$ cat src/hdl/rvd_pkg.sv
`timescale 1ns / 1ps

package rvd_pkg;

  // Major opcodes, taken from instruction bits 6 to 0.
  localparam logic [6:0] OPC_ALU_R   = 7'h33;
  localparam logic [6:0] OPC_ALU_I   = 7'h13;
  localparam logic [6:0] OPC_LUI     = 7'h37;
  localparam logic [6:0] OPC_AUIPC   = 7'h17;
  localparam logic [6:0] OPC_JAL     = 7'h6F;
  localparam logic [6:0] OPC_JALR    = 7'h67;
  localparam logic [6:0] OPC_BRANCH  = 7'h63;
  localparam logic [6:0] OPC_LOAD    = 7'h03;
  localparam logic [6:0] OPC_STORE   = 7'h23;
  localparam logic [6:0] OPC_FENCE   = 7'h0F;
  localparam logic [6:0] OPC_SYSTEM  = 7'h73;
  localparam logic [6:0] OPC_VDOT8   = 7'h0B;
  localparam logic [6:0] OPC_TLOOKUP = 7'h2B;

  // funct7 codes.
  localparam logic [6:0] F7_BASE = 7'h00;
  localparam logic [6:0] F7_ALT  = 7'h20;
  localparam logic [6:0] F7_MD   = 7'h01;

  // funct3 codes that the decoder singles out.
  localparam logic [2:0] F3_ADD  = 3'd0;
  localparam logic [2:0] F3_SLL  = 3'd1;
  localparam logic [2:0] F3_CSRRS = 3'd2;
  localparam logic [2:0] F3_SRL  = 3'd5;
  localparam logic [2:0] F3_PRIV = 3'd0;

  // SYSTEM immediates for the two environment calls.
  localparam logic [11:0] SYS_ECALL  = 12'h000;
  localparam logic [11:0] SYS_EBREAK = 12'h001;

  // Reset values of the identity CSR numbers.
  localparam logic [11:0] WARP_ID_CSR_RST    = 12'd3104;
  localparam logic [11:0] LANE_ID_CSR_RST    = 12'd3105;
  localparam logic [11:0] WARP_COUNT_CSR_RST = 12'd3106;

  // Configuration register indexes.
  localparam logic [1:0] CFG_WARP_ID    = 2'd0;
  localparam logic [1:0] CFG_LANE_ID    = 2'd1;
  localparam logic [1:0] CFG_WARP_COUNT = 2'd2;

  // ALU sub-operation codes.
  localparam logic [3:0] SUB_ADD  = 4'd0;
  localparam logic [3:0] SUB_SUB  = 4'd1;
  localparam logic [3:0] SUB_SLL  = 4'd2;
  localparam logic [3:0] SUB_SLT  = 4'd3;
  localparam logic [3:0] SUB_SLTU = 4'd4;
  localparam logic [3:0] SUB_XOR  = 4'd5;
  localparam logic [3:0] SUB_SRL  = 4'd6;
  localparam logic [3:0] SUB_SRA  = 4'd7;
  localparam logic [3:0] SUB_OR   = 4'd8;
  localparam logic [3:0] SUB_AND  = 4'd9;

  typedef enum logic [4:0] {
    CLS_INVALID = 5'd0,
    CLS_ALU_R   = 5'd1,
    CLS_ALU_I   = 5'd2,
    CLS_MUL     = 5'd3,
    CLS_DIV     = 5'd4,
    CLS_LUI     = 5'd5,
    CLS_AUIPC   = 5'd6,
    CLS_JAL     = 5'd7,
    CLS_JALR    = 5'd8,
    CLS_BRANCH  = 5'd9,
    CLS_LOAD    = 5'd10,
    CLS_STORE   = 5'd11,
    CLS_FENCE   = 5'd12,
    CLS_ECALL   = 5'd13,
    CLS_EBREAK  = 5'd14,
    CLS_CSR     = 5'd15,
    CLS_VDOT8   = 5'd16,
    CLS_TLOOKUP = 5'd17
  } instr_class_e;

  typedef enum logic [2:0] {
    UNIT_ALU    = 3'd0,
    UNIT_MUL    = 3'd1,
    UNIT_DIV    = 3'd2,
    UNIT_LSU    = 3'd3,
    UNIT_SYSTEM = 3'd4,
    UNIT_TABLE  = 3'd5
  } exec_unit_e;

  // The three CSR numbers that identity reads may use.
  typedef struct packed {
    logic [11:0] warp_id;
    logic [11:0] lane_id;
    logic [11:0] warp_count;
  } csr_map_t;

  // One decoded instruction.
  typedef struct packed {
    instr_class_e instr_class;
    exec_unit_e   exec_unit;
    logic [3:0]   sub_op;
    logic [4:0]   dest_reg;
    logic [4:0]   src1_reg;
    logic [4:0]   src2_reg;
    logic         writes_dest;
    logic         reads_dest;
    logic [1:0]   source_count;
    logic [31:0]  immediate;
    logic [11:0]  csr_number;
  } decode_t;

  // ALU sub-operation for a register or immediate form with base funct7.
  function automatic logic [3:0] alu_base_op(input logic [2:0] f3);
    logic [3:0] op;
    unique case (f3)
      3'd0:    op = SUB_ADD;
      3'd1:    op = SUB_SLL;
      3'd2:    op = SUB_SLT;
      3'd3:    op = SUB_SLTU;
      3'd4:    op = SUB_XOR;
      3'd5:    op = SUB_SRL;
      3'd6:    op = SUB_OR;
      default: op = SUB_AND;
    endcase
    return op;
  endfunction

endpackage

$ cat src/hdl/rv32im_custom_instruction_decoder.sv
`timescale 1ns / 1ps

// Channel  Direction  Handshake                 Payload
// in       input      in_valid_i / in_stall_o   instruction_word_i
// out      output     out_valid_o / out_stall_i decoded fields, one beat per instruction
// cfg      input      cfg_we_i                  cfg_index_i, cfg_wdata_i
//
// A beat is taken into an input register, decoded by one level of logic and
// held in a result register; one beat per cycle is sustained while the output
// is not stalled. The rate is set by the input and result registers alone.
// Reset restores the three identity CSR numbers and empties both registers.
// A stall on the output backs up into the input stage; the input is stalled
// only when both registers are full and the output is stalled.

module rv32im_custom_instruction_decoder import rvd_pkg::*; (
  input  logic               clk_i,
  input  logic               rst_ni,
  input  logic               in_valid_i,
  output logic               in_stall_o,
  input  logic [31:0]        instruction_word_i,
  output logic               out_valid_o,
  input  logic               out_stall_i,
  output logic [4:0]         instr_class_o,
  output logic [2:0]         exec_unit_o,
  output logic [3:0]         sub_op_o,
  output logic [4:0]         dest_reg_o,
  output logic [4:0]         src1_reg_o,
  output logic [4:0]         src2_reg_o,
  output logic               writes_dest_o,
  output logic               reads_dest_o,
  output logic [1:0]         source_count_o,
  output logic signed [31:0] immediate_o,
  output logic [11:0]        csr_number_o,
  input  logic               cfg_we_i,
  input  logic [1:0]         cfg_index_i,
  input  logic [11:0]        cfg_wdata_i
);

  logic        in_valid_q, in_valid_d;
  logic [31:0] instr_q;
  logic        out_valid_q, out_valid_d;
  decode_t     res_q;
  decode_t     dec;
  csr_map_t    csr_map_q;
  logic        in_accept;
  logic        advance;

  // Identity CSR numbers.
  always_ff @(posedge clk_i or negedge rst_ni) begin
    if (!rst_ni) begin
      csr_map_q.warp_id    <= WARP_ID_CSR_RST;
      csr_map_q.lane_id    <= LANE_ID_CSR_RST;
      csr_map_q.warp_count <= WARP_COUNT_CSR_RST;
    end else if (cfg_we_i) begin
      case (cfg_index_i)
        CFG_WARP_ID:    csr_map_q.warp_id    <= cfg_wdata_i;
        CFG_LANE_ID:    csr_map_q.lane_id    <= cfg_wdata_i;
        CFG_WARP_COUNT: csr_map_q.warp_count <= cfg_wdata_i;
        default:        csr_map_q            <= csr_map_q;
      endcase
    end
  end

  // Handshake: the input stage moves on whenever the result register is free or is being drained.
  assign advance    = in_valid_q && (!out_valid_q || !out_stall_i);
  assign in_stall_o = in_valid_q && !advance;
  assign in_accept  = in_valid_i && !in_stall_o;

  always_comb begin
    in_valid_d  = in_accept ? 1'b1 : (advance ? 1'b0 : in_valid_q);
    out_valid_d = advance ? 1'b1 : (out_valid_q && out_stall_i);
  end

  always_ff @(posedge clk_i or negedge rst_ni) begin
    if (!rst_ni) begin
      in_valid_q  <= 1'b0;
      out_valid_q <= 1'b0;
    end else begin
      in_valid_q  <= in_valid_d;
      out_valid_q <= out_valid_d;
    end
  end

  // Input register.
  always_ff @(posedge clk_i) begin
    if (in_accept) begin
      instr_q <= instruction_word_i;
    end
  end

  // Decode logic between the two registers.
  rvd_decode u_decode (
    .instr_i   (instr_q),
    .csr_map_i (csr_map_q),
    .dec_o     (dec)
  );

  // Result register.
  always_ff @(posedge clk_i) begin
    if (advance) begin
      res_q <= dec;
    end
  end

  assign out_valid_o    = out_valid_q;
  assign instr_class_o  = res_q.instr_class;
  assign exec_unit_o    = res_q.exec_unit;
  assign sub_op_o       = res_q.sub_op;
  assign dest_reg_o     = res_q.dest_reg;
  assign src1_reg_o     = res_q.src1_reg;
  assign src2_reg_o     = res_q.src2_reg;
  assign writes_dest_o  = res_q.writes_dest;
  assign reads_dest_o   = res_q.reads_dest;
  assign source_count_o = res_q.source_count;
  assign immediate_o    = $signed(res_q.immediate);
  assign csr_number_o   = res_q.csr_number;

  // An invalid result carries no unit, operation, flags, immediate or CSR.
  a_invalid_clean: assert property (@(posedge clk_i) disable iff (!rst_ni)
    out_valid_o && instr_class_o == CLS_INVALID |->
      exec_unit_o == UNIT_ALU && sub_op_o == 4'd0 && !writes_dest_o &&
      source_count_o == 2'd0 && immediate_o == 32'sd0 && csr_number_o == 12'd0)
    else $error("invalid decode carries nonzero fields");

  // Only vdot8 reads its destination, and it checks three sources.
  a_reads_dest: assert property (@(posedge clk_i) disable iff (!rst_ni)
    out_valid_o && reads_dest_o |->
      instr_class_o == CLS_VDOT8 && source_count_o == 2'd3)
    else $error("reads_dest outside vdot8");

  // A nonzero CSR number comes only with a CSR read of a configured address.
  a_csr_match: assert property (@(posedge clk_i) disable iff (!rst_ni)
    out_valid_o && csr_number_o != 12'd0 |->
      instr_class_o == CLS_CSR && (csr_number_o == csr_map_q.warp_id ||
      csr_number_o == csr_map_q.lane_id || csr_number_o == csr_map_q.warp_count))
    else $error("csr number without a matching csr read");

  // A beat is never taken into a full input stage that cannot drain.
  a_no_overwrite: assert property (@(posedge clk_i) disable iff (!rst_ni)
    in_accept |-> !in_valid_q || advance)
    else $error("input register overwritten");

  // A blocked input stage keeps its beat.
  a_hold: assert property (@(posedge clk_i) disable iff (!rst_ni)
    in_valid_q && !advance |=> in_valid_q && $stable(instr_q))
    else $error("blocked beat lost");

endmodule

$ cat src/hdl/rvd_decode.sv
`timescale 1ns / 1ps

module rvd_decode import rvd_pkg::*; (
  input  logic [31:0] instr_i,
  input  csr_map_t    csr_map_i,
  output decode_t     dec_o
);

  logic [6:0]  op;
  logic [2:0]  f3;
  logic [6:0]  f7;
  logic [11:0] csr_field;
  logic [31:0] imm_i_w;
  logic [31:0] imm_s_w;
  logic [31:0] imm_b_w;
  logic [31:0] imm_j_w;
  logic [31:0] imm_u_w;
  logic [31:0] shamt_w;
  decode_t     d;

  // Field extraction and the immediate formats.
  assign op        = instr_i[6:0];
  assign f3        = instr_i[14:12];
  assign f7        = instr_i[31:25];
  assign csr_field = instr_i[31:20];
  assign imm_i_w   = {{20{instr_i[31]}}, instr_i[31:20]};
  assign imm_s_w   = {{20{instr_i[31]}}, instr_i[31:25], instr_i[11:7]};
  assign imm_b_w   = {{20{instr_i[31]}}, instr_i[7], instr_i[30:25], instr_i[11:8], 1'b0};
  assign imm_j_w   = {{12{instr_i[31]}}, instr_i[19:12], instr_i[20], instr_i[30:21], 1'b0};
  assign imm_u_w   = {instr_i[31:12], 12'h000};
  assign shamt_w   = {27'd0, instr_i[24:20]};

  // Opcode decode; anything not recognized leaves the class invalid.
  always_comb begin
    d              = '0;
    d.instr_class  = CLS_INVALID;
    d.exec_unit    = UNIT_ALU;
    unique case (op)
      OPC_ALU_R: begin
        if (f7 == F7_MD) begin
          d.instr_class  = f3[2] ? CLS_DIV : CLS_MUL;
          d.exec_unit    = f3[2] ? UNIT_DIV : UNIT_MUL;
          d.sub_op       = {1'b0, f3};
          d.writes_dest  = 1'b1;
          d.source_count = 2'd2;
        end else if (f7 == F7_BASE) begin
          d.instr_class  = CLS_ALU_R;
          d.sub_op       = alu_base_op(f3);
          d.writes_dest  = 1'b1;
          d.source_count = 2'd2;
        end else if (f7 == F7_ALT && (f3 == F3_ADD || f3 == F3_SRL)) begin
          d.instr_class  = CLS_ALU_R;
          d.sub_op       = (f3 == F3_ADD) ? SUB_SUB : SUB_SRA;
          d.writes_dest  = 1'b1;
          d.source_count = 2'd2;
        end
      end
      OPC_ALU_I: begin
        if (f3 == F3_SLL) begin
          if (f7 == F7_BASE) begin
            d.instr_class = CLS_ALU_I;
            d.sub_op      = SUB_SLL;
            d.immediate   = shamt_w;
          end
        end else if (f3 == F3_SRL) begin
          if (f7 == F7_BASE || f7 == F7_ALT) begin
            d.instr_class = CLS_ALU_I;
            d.sub_op      = (f7 == F7_ALT) ? SUB_SRA : SUB_SRL;
            d.immediate   = shamt_w;
          end
        end else begin
          d.instr_class = CLS_ALU_I;
          d.sub_op      = alu_base_op(f3);
          d.immediate   = imm_i_w;
        end
        d.writes_dest  = 1'b1;
        d.source_count = 2'd1;
      end
      OPC_LUI: begin
        d.instr_class = CLS_LUI;
        d.writes_dest = 1'b1;
        d.immediate   = imm_u_w;
      end
      OPC_AUIPC: begin
        d.instr_class = CLS_AUIPC;
        d.writes_dest = 1'b1;
        d.immediate   = imm_u_w;
      end
      OPC_JAL: begin
        d.instr_class = CLS_JAL;
        d.writes_dest = 1'b1;
        d.immediate   = imm_j_w;
      end
      OPC_JALR: begin
        if (f3 == F3_ADD) begin
          d.instr_class  = CLS_JALR;
          d.writes_dest  = 1'b1;
          d.source_count = 2'd1;
          d.immediate    = imm_i_w;
        end
      end
      OPC_BRANCH: begin
        // Codes 2 and 3 are unused; the rest pack down to 0..5.
        if (f3[2:1] != 2'b01) begin
          d.instr_class  = CLS_BRANCH;
          d.sub_op       = f3[2] ? {1'b0, f3 - 3'd2} : {1'b0, f3};
          d.source_count = 2'd2;
          d.immediate    = imm_b_w;
        end
      end
      OPC_LOAD: begin
        // Valid widths: lb, lh, lw, lbu, lhu.
        if (f3 != 3'd3 && f3 != 3'd6 && f3 != 3'd7) begin
          d.instr_class  = CLS_LOAD;
          d.exec_unit    = UNIT_LSU;
          d.sub_op       = f3[2] ? {1'b0, f3 - 3'd1} : {1'b0, f3};
          d.writes_dest  = 1'b1;
          d.source_count = 2'd1;
          d.immediate    = imm_i_w;
        end
      end
      OPC_STORE: begin
        if (f3 <= 3'd2) begin
          d.instr_class  = CLS_STORE;
          d.exec_unit    = UNIT_LSU;
          d.sub_op       = {1'b0, f3};
          d.source_count = 2'd2;
          d.immediate    = imm_s_w;
        end
      end
      OPC_FENCE: begin
        d.instr_class = CLS_FENCE;
      end
      OPC_SYSTEM: begin
        if (f3 == F3_PRIV) begin
          if (csr_field == SYS_ECALL) begin
            d.instr_class = CLS_ECALL;
            d.exec_unit   = UNIT_SYSTEM;
          end else if (csr_field == SYS_EBREAK) begin
            d.instr_class = CLS_EBREAK;
            d.exec_unit   = UNIT_SYSTEM;
          end
        end else if (f3 == F3_CSRRS && instr_i[19:15] == 5'd0) begin
          if (csr_field == csr_map_i.warp_id || csr_field == csr_map_i.lane_id ||
              csr_field == csr_map_i.warp_count) begin
            d.instr_class = CLS_CSR;
            d.writes_dest = 1'b1;
            d.csr_number  = csr_field;
          end
        end
      end
      OPC_VDOT8: begin
        if (f7 == 7'd0 && f3 == 3'd0) begin
          d.instr_class  = CLS_VDOT8;
          d.exec_unit    = UNIT_MUL;
          d.writes_dest  = 1'b1;
          d.reads_dest   = 1'b1;
          d.source_count = 2'd3;
        end
      end
      OPC_TLOOKUP: begin
        d.instr_class  = CLS_TLOOKUP;
        d.exec_unit    = UNIT_TABLE;
        d.writes_dest  = 1'b1;
        d.source_count = 2'd1;
        d.immediate    = imm_i_w;
      end
      default: begin
        d.instr_class = CLS_INVALID;
      end
    endcase

    // An invalid encoding carries nothing but the raw register fields.
    if (d.instr_class == CLS_INVALID) begin
      d = '0;
    end
    d.dest_reg = instr_i[11:7];
    d.src1_reg = instr_i[19:15];
    d.src2_reg = instr_i[24:20];
  end

  assign dec_o = d;

endmodule

$ cat config.mk
export PLATFORM = sky130hd
export DESIGN_NAME = rv32im_custom_instruction_decoder
export DESIGN_NICKNAME = d
export VERILOG_FILES = /design/src/hdl/rvd_pkg.sv /design/src/hdl/rv32im_custom_instruction_decoder.sv /design/src/hdl/rvd_decode.sv
export SDC_FILE = /design/constraint.sdc
export NUM_CORES = 1
export LEC_CHECK = 0
export ABC_AREA = 0
export BUFFER_PORTS_ARGS = -buffer_cell sky130_fd_sc_hd__buf_2
export CAP_MARGIN = 40
export CORE_ASPECT_RATIO = 1.1
export CORE_MARGIN = 2
export CORE_UTILIZATION = 40
export DETAILED_ROUTE_END_ITERATION = 8
export HOLD_SLACK_MARGIN = 0.15
export PLACE_DENSITY = 0.59
export SLEW_MARGIN = 20
export SYNTH_ARGS = -nofsm -noshare
export SYNTH_HDL_FRONTEND = slang
export SYNTH_HIERARCHICAL = 1
export SYNTH_SLANG_ARGS = --single-unit
$ cat constraint.sdc
create_clock -name clk_i -period 18.8 [get_ports clk_i]
set_input_delay 2.82 -clock clk_i [delete_from_list [all_inputs] [get_ports clk_i]]
set_output_delay 2.82 -clock clk_i [all_outputs]
set_load 0.05 [all_outputs]
==> impl_metrics.tcl <==
set metrics [dict create \
    final_nets 670 \
    yosysTopAreaCellShare_pct 47.5 \
    worstMarginPinSlew_ns 0.815 \
    gr-total-overflow 0 \
    cts_buffer_depth 2 \
    synth.top_cells.by_count "107 x edfxtp_1, 36 x mux2_2, 36 x xor2_1" \
    dpl.hpwl_um 11400 \
    vias_per_cell 5.45 \
    path_clk_slew_ns 0.06 \
    register_area_mm2 0.00418 \
    cts-resized-gates 0 \
    slew_headroom_pct 45.7 \
    setup_viol 0 \
    cts_tree "yes" \
    fillers 1522 \
    hold_end "dest_reg_o[4]" \
    critPathRequiredTime_ns 15.98 \
    rows 49 \
    worst-r2r-setup-slack_ns 15.68 \
    drive_gt1_share_pct 36.0 \
    die_area_mm2 0.0180 \
    synth-seq-cells 145 \
    cp_max_fo 3 \
    synth.area.top_cells "edfxtp_1 48%, dfrtp_1 10%, mux2_2 6.0%" \
    fmaxAchievable_mhz 161 \
    num_vias 4526 \
    synthCells 512 \
    yosys.cell_count.top_type "edfxtp_1" \
    status "complete, no violations" \
    syn_area_mm2 0.00676 \
    syn_nets 568 \
    clk_latency_ns 0.42 \
    placement.io_buffers 127 \
    die-height_um 140 \
    synth_edf_count 107 \
    setup_ws_ns 12.59 \
    cts_sinks 145 \
    r2r-start "instr_q[12]" \
    gp_congestion 0.873 \
    switching_share_pct 27.9 \
    dp_slack_ns 12.58 \
    rr_worst_depth 9 \
    cp-startpoint "out_stall_i" \
    synth_warnings 6 \
    period_needed_ns 6.21 \
    arrival_ns 3.39 \
    yosysSeqAreaShare_pct 61.8 \
    hold_start "instr_q[11]" \
    cts-root-buf "clkbuf_16" \
    drc 0 \
    p_total_mw 0.858 \
    hold_buffers 0 \
    syn_to_final_growth_pct 19.2 \
    htree_levels 4 \
    synth_cell_type_count 64 \
    timing.rr.end "immediate_o[18]" \
    diodes 0 \
    hold_viol 0 \
    ys.flop_type "edfxtp_1" \
    holdPathStages 0 \
    drtIter0Drc 296 \
    critical_path_class "input pin to output port" \
    cp-start-kind "input pin" \
    first_global_vias 4519 \
    async_flop_share_pct 26.2 \
    grt_max_degree 46 \
    clock_power_share_pct 39.0 \
    wl_um 16000 \
    seq_power_share_pct 47.4 \
    initial_core_util_pct 41.2 \
    core_mm2 0.0164 \
    hold_class "flip-flop to flip-flop" \
    grt_usage_pct 18.6 \
    grt_pass1_wl_um 25400 \
    firstDrtPassIters 5 \
    p_int_mw 0.619 \
    ios 128 \
    die_w_um 128 \
    slew_viol_final 0 \
    rsz0062_at_grt "false" \
    cellPowerDensity_mw_per_mm2 106 \
    cts_made_buffers 17 \
    synth_area_per_cell_um2 13.2 \
    multi_input_area_mm2 0.00226 \
    skew_ns 0.00631 \
    setup_tns_ns 0 \
    worstSetupEndpointType "output port" \
    antenna_found_initial 0 \
    p_leak_nw 3.45 \
    p_comb_share_pct 13.7 \
    vdd_drop_max_mv 0.0590 \
    postRouteAntennaNets 0 \
    yosys.area.top_type "edfxtp_1" \
    drv_cap 0 \
    period_share_pct 33.1 \
    post_cts_buffers 0 \
    routedWlPerCell_um 19.3 \
    power.switching_mw 0.239 \
]
==> how the worst max path moves through the flow <==
| stage | endpoint | depth (start not counted) |
|---|---|---|
| detailed placement | in_stall_o | 4 |
| floorplan | csr_number_o[0] | 1 |
| CTS | in_stall_o | 4 |
| finish | in_stall_o | 4 |
| global route | in_stall_o | 4 |
| global placement | in_stall_o | 4 |
==> flip-flops by register name, summed over array words and instances, names as in the netlist <==
name,flops
dest_reg_o,5
csr_number_o,12
src1_reg_o,5
instr_class_o,5
in_valid_q,1
src2_reg_o,5
source_count_o,2
exec_unit_o,3
sub_op_o,4
csr_map_q,36
instr_q,32
writes_dest_o,1
out_valid_o,1
reads_dest_o,1
immediate_o,32
==> per-stage QoR <==
| stage | hold slack [ns] | util (%) | instances | cell area [um^2] |
|---|---|---|---|---|
| 6_report | 0.449 | 49.1 | 831 | 8060 |
| 3_5_place_dp | 0.439 | 45.2 | 796 | 7430 |
| 3_3_place_gp | 0.436 | 45.0 | 794 | 7400 |
| 5_1_grt | 0.478 | 49.1 | 831 | 8060 |
| 2_1_floorplan | 0.443 | - | 512 | 6760 |
| 4_1_cts | 0.453 | 48.8 | 828 | 8010 |
==> worst max-delay path: stages <==
cell	delay, ns
buf_2	0.12
nand3_1	0.11
inv_1	0.08
buf_2	0.26
==> layout make-up <==
| type | instances | area share, % |
|---|---|---|
| timing repair buffer | 136 | 9.19 |
| multi-input combinational | 302 | 28.0 |
| inverter | 12 | 0.559 |
| sequential | 145 | 51.8 |
| clock inverter | 15 | 1.99 |
| clock buffer | 17 | 5.28 |
| tap | 204 | 3.17 |
==> power groups by stage <==
stage	Sequential, mW	Combinational [mW]	Clock, mW
2_1_floorplan	0.442	0.0564	0
3_3_place_gp	0.412	0.113	0
3_5_place_dp	0.413	0.116	0
4_1_cts	0.407	0.117	0.341
5_1_grt	0.410	0.126	0.355
6_report	0.407	0.117	0.334
==> cells in the final DEF, fill, tap and decap left out, types with 4 or more instances in the layout <==
cell	netlist	routed
nor4_1	13	13
nand2_1	16	16
nor3_1	8	8
a21o_1	22	22
dfstp_2	11	11
nand3_1	12	12
xor2_1	36	36
clkbuf_16	0	17
mux2_2	36	36
nand2b_1	4	4
a31oi_1	4	4
ha_1	5	5
edfxtp_1	107	107
inv_1	12	12
clkinv_4	0	4
a21oi_1	6	6
and4_1	5	5
dfrtp_1	27	27
o21ai_0	10	10
nand3b_1	4	4
and2_1	20	19
nand4_1	6	6
nor2_1	25	25
or3_1	5	5
o21a_1	5	5
buf_2	5	127
buf_4	18	5
a22o_1	4	4
==> routing by layer <==
metal / global-route usage [%] / wire, um
met5: 0 / 0
met4: 7.35 / 323
met3: 4.55 / 935
met2: 29.2 / 7750
met1: 24.8 / 7030
==> cell families after synthesis <==
logic type	count (synthesis)	synth area share [%]
simple gates	137	11.7
buf+inv	65	5.05
compound gates	85	9.47
mux	37	6.14
flops	145	61.8
fa+ha+maj	5	0.925
xor+xnor	38	4.92
(Power assumes the default switching activity.)
